==> src/image_crc32_with_masked_field_assert.svh <==
// Assertion macros shared by the image CRC checker.
`ifndef IMAGE_CRC32_WITH_MASKED_FIELD_ASSERT_SVH
`define IMAGE_CRC32_WITH_MASKED_FIELD_ASSERT_SVH

// Whenever the condition holds, the consequence holds in the same cycle.
`define ICM_ASSERT_NOW(label, clk, rst_n, cond, cons) \
    label: assert property (@(posedge clk) disable iff (!rst_n) (cond) |-> (cons)) \
        else $error("image crc check failed in the same cycle");

// Whenever the condition holds, the consequence holds in the next cycle.
`define ICM_ASSERT_NEXT(label, clk, rst_n, cond, cons) \
    label: assert property (@(posedge clk) disable iff (!rst_n) (cond) |=> (cons)) \
        else $error("image crc check failed one cycle later");

`endif

==> src/icm_pkg.sv <==
// Types, constants and the CRC byte step shared by the image CRC checker.
package icm_pkg;

    localparam int ADDR_BITS    = 24;
    localparam int OFFSET_BITS  = 24;
    localparam int CRC_BITS     = 32;
    localparam int CFG_IDX_BITS = 1;
    // Compare width: holds both address and offset plus the field length without wrap.
    localparam int CMP_BITS     = ((ADDR_BITS > OFFSET_BITS) ? ADDR_BITS : OFFSET_BITS) + 1;

    localparam logic [CRC_BITS-1:0] CRC_POLY_REFLECTED = 32'hEDB8_8320;
    localparam logic [CRC_BITS-1:0] CRC_ALL_ONES       = 32'hFFFF_FFFF;
    localparam logic [CMP_BITS-1:0] CRC_FIELD_BYTES    = CMP_BITS'(4);

    typedef enum logic [CFG_IDX_BITS-1:0] {
        CFG_CRC_FIELD_OFFSET = 1'b0,
        CFG_EXPECTED_CRC     = 1'b1
    } t_cfg_index;

    // Word held between the input stage and the CRC stage.
    typedef struct packed {
        logic       valid;
        logic [7:0] data;
        logic       last;
    } t_stage;

    // One reflected CRC-32 step over one byte, one bit per iteration.
    function automatic logic [CRC_BITS-1:0] crc_byte(input logic [CRC_BITS-1:0] crc_in,
                                                     input logic [7:0] b);
        logic [CRC_BITS-1:0] c;
        c = crc_in ^ {24'd0, b};
        for (int k = 0; k < 8; k++) begin
            if (c[0]) begin
                c = (c >> 1) ^ CRC_POLY_REFLECTED;
            end else begin
                c = c >> 1;
            end
        end
        return c;
    endfunction

endpackage

==> src/icm_front.sv <==
// Input register with the byte address counter and the stored-field masking.
module icm_front
    import icm_pkg::*;
(
    input  logic                   i_clk,
    input  logic                   i_rst_n,
    input  logic                   i_valid,
    input  logic [7:0]             i_data,
    input  logic                   i_last,
    input  logic                   i_advance,
    input  logic [OFFSET_BITS-1:0] i_field_offset,
    output logic                   o_ready,
    output t_stage                 o_stage
);

    t_stage                r_stage;
    t_stage                n_stage;
    logic [ADDR_BITS-1:0]  r_addr;
    logic [ADDR_BITS-1:0]  n_addr;
    logic [CMP_BITS-1:0]   addr_ext;
    logic [CMP_BITS-1:0]   off_ext;
    logic                  in_field;
    logic                  accept;

    assign o_ready = !r_stage.valid || i_advance;
    assign accept  = i_valid && o_ready;

    assign addr_ext = {{(CMP_BITS-ADDR_BITS){1'b0}}, r_addr};
    assign off_ext  = {{(CMP_BITS-OFFSET_BITS){1'b0}}, i_field_offset};
    assign in_field = (addr_ext >= off_ext) && (addr_ext < off_ext + CRC_FIELD_BYTES);

    always_comb begin
        n_stage = r_stage;
        n_addr  = r_addr;
        if (accept) begin
            n_stage.valid = 1'b1;
            n_stage.data  = in_field ? 8'd0 : i_data;
            n_stage.last  = i_last;
            n_addr        = i_last ? '0 : r_addr + 1'b1;
        end else if (i_advance) begin
            n_stage.valid = 1'b0;
        end
    end

    always_ff @(posedge i_clk) begin
        if (!i_rst_n) begin
            r_stage.valid <= 1'b0;
            r_addr        <= '0;
        end else begin
            r_stage.valid <= n_stage.valid;
            r_addr        <= n_addr;
        end
        r_stage.data <= n_stage.data;
        r_stage.last <= n_stage.last;
    end

    assign o_stage = r_stage;

endmodule

==> src/icm_core.sv <==
// Running CRC register and the result register with its compare flag.
module icm_core
    import icm_pkg::*;
(
    input  logic                i_clk,
    input  logic                i_rst_n,
    input  t_stage              i_stage,
    input  logic [CRC_BITS-1:0] i_expected,
    input  logic                i_out_ready,
    output logic                o_advance,
    output logic                o_out_valid,
    output logic [CRC_BITS-1:0] o_out_crc,
    output logic                o_out_match
);

    logic [CRC_BITS-1:0] r_crc;
    logic [CRC_BITS-1:0] n_crc;
    logic                r_out_valid;
    logic                n_out_valid;
    logic [CRC_BITS-1:0] r_out_crc;
    logic [CRC_BITS-1:0] n_out_crc;
    logic                r_out_match;
    logic                n_out_match;
    logic [CRC_BITS-1:0] step_crc;
    logic [CRC_BITS-1:0] final_crc;

    // A last byte waits here only while an untaken result fills the output register.
    assign o_advance = i_stage.valid && (!i_stage.last || !r_out_valid || i_out_ready);

    assign step_crc  = crc_byte(r_crc, i_stage.data);
    assign final_crc = step_crc ^ CRC_ALL_ONES;

    always_comb begin
        n_crc       = r_crc;
        n_out_valid = r_out_valid && !i_out_ready;
        n_out_crc   = r_out_crc;
        n_out_match = r_out_match;
        if (o_advance) begin
            if (i_stage.last) begin
                n_crc       = CRC_ALL_ONES;
                n_out_valid = 1'b1;
                n_out_crc   = final_crc;
                n_out_match = (final_crc == i_expected);
            end else begin
                n_crc = step_crc;
            end
        end
    end

    always_ff @(posedge i_clk) begin
        if (!i_rst_n) begin
            r_crc       <= CRC_ALL_ONES;
            r_out_valid <= 1'b0;
        end else begin
            r_crc       <= n_crc;
            r_out_valid <= n_out_valid;
        end
        r_out_crc   <= n_out_crc;
        r_out_match <= n_out_match;
    end

    assign o_out_valid = r_out_valid;
    assign o_out_crc   = r_out_crc;
    assign o_out_match = r_out_match;

endmodule

==> src/image_crc32_with_masked_field.sv <==
// Image CRC-32 checker top level: configuration registers, input stage and CRC stage.
// The block takes one image byte per cycle and keeps a reflected CRC-32 over it (preset
// and output XOR all ones); the four bytes at the configured offset enter the CRC as
// zero. The next image may follow in the very next cycle after the byte marked tlast
// is taken; a result word (final CRC in tdata, match flag in tuser) leaves through the
// output register once that byte has passed the CRC stage. The single-byte CRC step
// between the input register and the CRC register sets the one-byte-per-cycle rate;
// input is held off only while a last byte waits behind a result word that has not been
// taken. Configuration writes are always accepted and should be made between images.
`include "image_crc32_with_masked_field_assert.svh"

module image_crc32_with_masked_field
    import icm_pkg::*;
(
    input  logic                    i_clk,
    input  logic                    i_rst_n,
    // Configuration write channel.
    input  logic                    i_cfg_valid,
    output logic                    o_cfg_ready,
    input  logic [CFG_IDX_BITS-1:0] i_cfg_index,
    input  logic [CRC_BITS-1:0]     i_cfg_data,
    // Image bytes.
    input  logic                    s_axis_tvalid,
    output logic                    s_axis_tready,
    input  logic [7:0]              s_axis_tdata,   // [7:0] byte_value
    input  logic                    s_axis_tlast,
    // Results.
    output logic                    m_axis_tvalid,
    input  logic                    m_axis_tready,
    output logic [CRC_BITS-1:0]     m_axis_tdata,   // [31:0] crc_result
    output logic                    m_axis_tuser    // [0] crc_matches
);

    logic [OFFSET_BITS-1:0] r_field_offset;
    logic [CRC_BITS-1:0]    r_expected;
    t_stage                 stage;
    logic                   advance;
    logic                   cfg_write;

    assign o_cfg_ready = 1'b1;
    assign cfg_write   = i_cfg_valid && o_cfg_ready;

    always_ff @(posedge i_clk) begin
        if (!i_rst_n) begin
            r_field_offset <= '0;
            r_expected     <= '0;
        end else if (cfg_write) begin
            case (t_cfg_index'(i_cfg_index))
                CFG_CRC_FIELD_OFFSET: r_field_offset <= i_cfg_data[OFFSET_BITS-1:0];
                CFG_EXPECTED_CRC:     r_expected     <= i_cfg_data;
                default:              ;
            endcase
        end
    end

    icm_front u_front (
        .i_clk          (i_clk),
        .i_rst_n        (i_rst_n),
        .i_valid        (s_axis_tvalid),
        .i_data         (s_axis_tdata),
        .i_last         (s_axis_tlast),
        .i_advance      (advance),
        .i_field_offset (r_field_offset),
        .o_ready        (s_axis_tready),
        .o_stage        (stage)
    );

    icm_core u_core (
        .i_clk       (i_clk),
        .i_rst_n     (i_rst_n),
        .i_stage     (stage),
        .i_expected  (r_expected),
        .i_out_ready (m_axis_tready),
        .o_advance   (advance),
        .o_out_valid (m_axis_tvalid),
        .o_out_crc   (m_axis_tdata),
        .o_out_match (m_axis_tuser)
    );

    // A held last byte behind an untaken result must block new bytes.
    `ICM_ASSERT_NOW(a_block_on_full, i_clk, i_rst_n,
        stage.valid && stage.last && m_axis_tvalid && !m_axis_tready, !s_axis_tready)
    // A result word appears only after a last byte moved through the CRC stage.
    `ICM_ASSERT_NOW(a_result_from_last, i_clk, i_rst_n,
        $rose(m_axis_tvalid), $past(advance && stage.last))
    // A last byte passing the CRC stage always produces a result word.
    `ICM_ASSERT_NEXT(a_last_gives_result, i_clk, i_rst_n,
        advance && stage.last, m_axis_tvalid)
    // The CRC stage moves only a word that is there.
    `ICM_ASSERT_NOW(a_advance_needs_word, i_clk, i_rst_n, advance, stage.valid)

endmodule
==> config.mk <==
export PLATFORM = sky130hd
export DESIGN_NAME = image_crc32_with_masked_field
export DESIGN_NICKNAME = d
export VERILOG_FILES = /design/src/icm_pkg.sv /design/src/icm_front.sv /design/src/icm_core.sv /design/src/image_crc32_with_masked_field.sv
export VERILOG_INCLUDE_DIRS = /design/src /design/src/src
export SDC_FILE = /design/constraint.sdc
export NUM_CORES = 1
export LEC_CHECK = 0
export ABC_AREA = 1
export CORE_MARGIN = 1.5
export CORE_UTILIZATION = 55
export DETAILED_ROUTE_END_ITERATION = 8
export DONT_BUFFER_PORTS = 1
export PLACE_DENSITY = 0.81
export SLEW_MARGIN = 20
export SYNTH_ARGS = -nofsm -noshare
export SYNTH_HDL_FRONTEND = slang
export SYNTH_SLANG_ARGS = --single-unit
==> constraint.sdc <==
create_clock -name i_clk -period 3.4 [get_ports i_clk]
set_clock_uncertainty 0.05 [all_clocks]
set_input_delay 0.17 -clock i_clk [delete_from_list [all_inputs] [get_ports i_clk]]
set_output_delay 0.17 -clock i_clk [all_outputs]
set_load 0.1 [all_outputs]
==> run_results.csv <==
group,metric,value,unit
status,status,"finished, violations left",
status,violations,"design-rule violations",
synth,ys_async_sr_fraction,0,
worst_setup_path,cp-start-kind,"flop",
floorplanning,die_area,17500,um2
global_route,grt_max_degree,60,
placed_design,globalplace.congestion,0.952,
worst_hold_path,holdPathStages,3,
finish,area_growth,15.0,%
pwr,switchingPower,0.00181,W
timing,finalSetupViolCount,0,
clock_tree,clock_latency,440,ps
drt,routed_wl,24800,um
pwr,comb_power_share,0.207,
placed_design,place_area,9370,um2
finish,nNetsFinal,1451,
floorplanning,rows,47,
timing,fin_crit_sh,0.930,
drt,drc,2,
worst_setup_path,rrSetupSlack,240,ps
clock_tree,cts.sinks,156,
drt,drt_iter0_markers,836,
synth,ys.flop_type,"dfxtp_1",
clock_tree,numCtsBuffers,17,
floorplanning,die_x,132,um
drt,vias,8755,
floorplanning,initial_utilization,0.557,
drt,vias_per_cell,5.51,
worst_setup_path,critPathCaptureType,"flop",
worst_setup_path,crit_required,3550,ps
worst_hold_path,worstHoldPathType,"input pin to flop",
synth,synth_area_per_cell,6.98,um2
worst_setup_path,reg2reg_to,"u_front.o_stage[1]",
pwr,p_leak,5.05,nW
worst_setup_path,reg2reg_depth,18,
synth,ys_seq_elements,156,
global_route,antenna_found_initial,1,
finish,finalInstanceArea,10600,um2
clock_tree,cts.clk_slew.worst_paths,60,ps
global_route,grt.total_usage,0.291,
global_route,grt_pass1_vias,7991,
finish,final_cells,1590,
clock_tree,root_buffer,"clkbuf_16",
finish,fin_util,0.641,
clock_tree,cts_buffer_depth,2,
synth,synth_edf_count,42,
synth,yosysWarnings,0,
synth,synth_cell_types,41,
timing,fmax,316,MHz
flow_run,maxCapViolations,0,
drt,wl_per_cell,15.6,um
pwr,power_density,514,nW/um2
clock_tree,htreeDepth,4,
global_route,grt_pass1_wl,40100,um
worst_setup_path,critical_path.max_fanout,8,
worst_setup_path,critPathBufInv,4,
placed_design,portBuffers,0,
pwr,clockPowerShare,0.373,
worst_setup_path,cp_slowest_stage_delay,370,ps
synth,synthCells,1315,
timing,post-route-min-period,3160,ps
drt,ant_nets,0,
worst_hold_path,min_to,"r_field_offset[2]",
synth,seq_area_frac_synth,0.386,
timing,hold_viol_final,0,
synth,synth.net_count,1410,
clock_tree,cts_tree,"done",
finish,drive_gt1_frac,0.0643,
pwr,p_int,0.00361,W
pwr,switching_share,0.334,
floorplanning,core-area,16500,um2
pwr,pwr-share-seq,0.419,
worst_setup_path,crit_type,"flop to flop",
worst_setup_path,crit_arrival,3310,ps
worst_hold_path,worst_hold_startpoint,"i_rst_n",
worst_setup_path,slowest_stage,"dfxtp_4",
placed_design,dp.cells,1509,
global_route,overflow,0,
synth,synth.cell_area,9170,um2
timing,slew_headroom,0.399,
timing,worstMarginPinSlew,904,ps
worst_setup_path,crit_chain,"inv_1, nor3_4, nand3_2, nor3_4, nand4_1, nor4_2, xor2_1, ha_1, nand2_1, inv_1, o21ai_1, nand2_1, nor3b_1, nor3_2, nand3_1, buf_4, nand2_1, inv_1",
floorplanning,die_height,132,um
timing,maxSlewViolCount,0,
pwr,vdd_drop_max,0.000380,V
floorplanning,ios,83,
placed_design,dp_hpwl,18000,um
worst_setup_path,crit_family,"simple AND/OR/NAND/NOR gates",
drt,dr.pass1.iters,9,
worst_setup_path,r2r_start,"r_field_offset[2]",
-- power by group through the flow --
stage	Sequential [W]	Clock [W]	Combinational, W
floorplan	0.00229	0	0.000788
global placement	0.00231	0	0.00100
detailed placement	0.00231	0	0.00103
CTS	0.00227	0.00204	0.00110
global route	0.00228	0.00212	0.00126
finish	0.00227	0.00202	0.00112
-- metrics by stage --
step	TNS (ps)	hold WS [ps]	total power (W)	worst slack [ps]
floorplan	0	219	0.00308	302
global placement	0	219	0.00331	258
detailed placement	0	219	0.00334	123
CTS	0	14.5	0.00540	102
global route	-251	33.0	0.00566	-43.4
finish	0	19.8	0.00542	238
-- cell families after synthesis --
logic type	count (synthesis)	synth area share
and+or+nand+nor	644	0.303
AOI/OAI and AO/OA	241	0.135
buffers and inverters	199	0.0839
DFF	156	0.386
adders and majority gates	48	0.0655
xor gates and xnor gates	26	0.0263
other	1	0.000409
-- area by class of cell --
| class | count | area (um2) |
|---|---|---|
| inverter | 164 | 616 |
| multi-input combinational | 960 | 4930 |
| tap | 220 | 275 |
| clock inverter | 13 | 163 |
| sequential | 156 | 3550 |
| antenna | 1 | 2.50 |
| timing repair buffer | 57 | 551 |
| clock buffer | 19 | 464 |
| fill | 1418 | 5910 |
-- sequential cells by signal, summed over array words and instances, names as in the netlist --
signal              cells
u_core.o_out_valid      1
u_front.o_stage        10
u_core.o_out_crc       32
u_core.o_out_match      1
u_front.r_addr         24
r_expected             32
r_field_offset         24
u_core.r_crc           32
-- cell usage in the layout, fill, tap and decap left out, drive strengths merged, types with 4 or more instances in the layout --
master	netlist	layout
clkinv	0	6
dlygate4sd3	0	44
a21oi	119	119
nand3	100	100
nor4	4	4
clkbuf	25	19
ha	48	48
nand4	14	14
dfxtp	114	114
xor2	22	22
inv	164	166
o21ai	112	112
nand3b	8	8
nor3	19	19
nand2	428	428
nor2	66	66
buf	10	13
edfxtp	42	42
-- cell usage after synthesis (2+ instances only) --
master / n / share of area
a21oi_1: 119 / 0.065
buf_2: 6 / 0.0033
buf_4: 2 / 0.0016
clkbuf_1: 25 / 0.010
dfxtp_1: 114 / 0.25
edfxtp_1: 42 / 0.14
ha_1: 48 / 0.065
inv_1: 161 / 0.066
inv_2: 3 / 0.0012
nand2_1: 407 / 0.17
nand2_2: 17 / 0.012
nand2_4: 4 / 0.0049
nand3_1: 99 / 0.054
nand3b_1: 8 / 0.0065
nand4_1: 14 / 0.0095
nor2_1: 66 / 0.027
nor3_1: 14 / 0.0076
nor3_2: 3 / 0.0033
nor3_4: 2 / 0.0035
nor3b_1: 3 / 0.0025
nor4_1: 3 / 0.0020
o21a_1: 3 / 0.0025
o21ai_0: 111 / 0.061
xnor2_1: 3 / 0.0029
xor2_1: 22 / 0.021
-- timing repair --
action	4_1_cts	5_1_grt
buffers inserted	0	3
gates resized for setup	0	16
hold buffers	45	0
setup endpoints to repair	0	8
hold endpoints to repair	69	0
-- worst max path at each step --
stage                  startpoint            endpoint  slack, ps  depth (start not counted)
2_1_floorplan  u_core.o_out_valid  u_front.r_addr[21]        300                         13
3_3_place_gp    r_field_offset[2]  u_front.o_stage[7]        260                         19
3_5_place_dp    r_field_offset[2]  u_front.o_stage[1]        120                         18
4_1_cts         r_field_offset[2]  u_front.o_stage[1]        100                         18
5_1_grt         r_field_offset[2]  u_front.o_stage[6]        -40                         18
6_report        r_field_offset[2]  u_front.o_stage[1]        240                         18
-- worst reg2reg max path, delay by kind of cell, from the launching register on --
kind	cells	cell delay, ps
AND/OR/NAND/NOR	11	1650
buffers and inverters	4	370
AO/OA/AOI/OAI	1	70
adder cells (fa/ha/maj)	1	240
flip-flops	1	370
XOR/XNOR	1	170
-- metal layers --
layer | wire length (um) | global-route usage
met5 | 0 | 0
met4 | 903 | 0.122
met3 | 1630 | 0.0554
met2 | 11900 | 0.490
met1 | 10300 | 0.365
No activity file was read; power rests on OpenSTA's default activity.
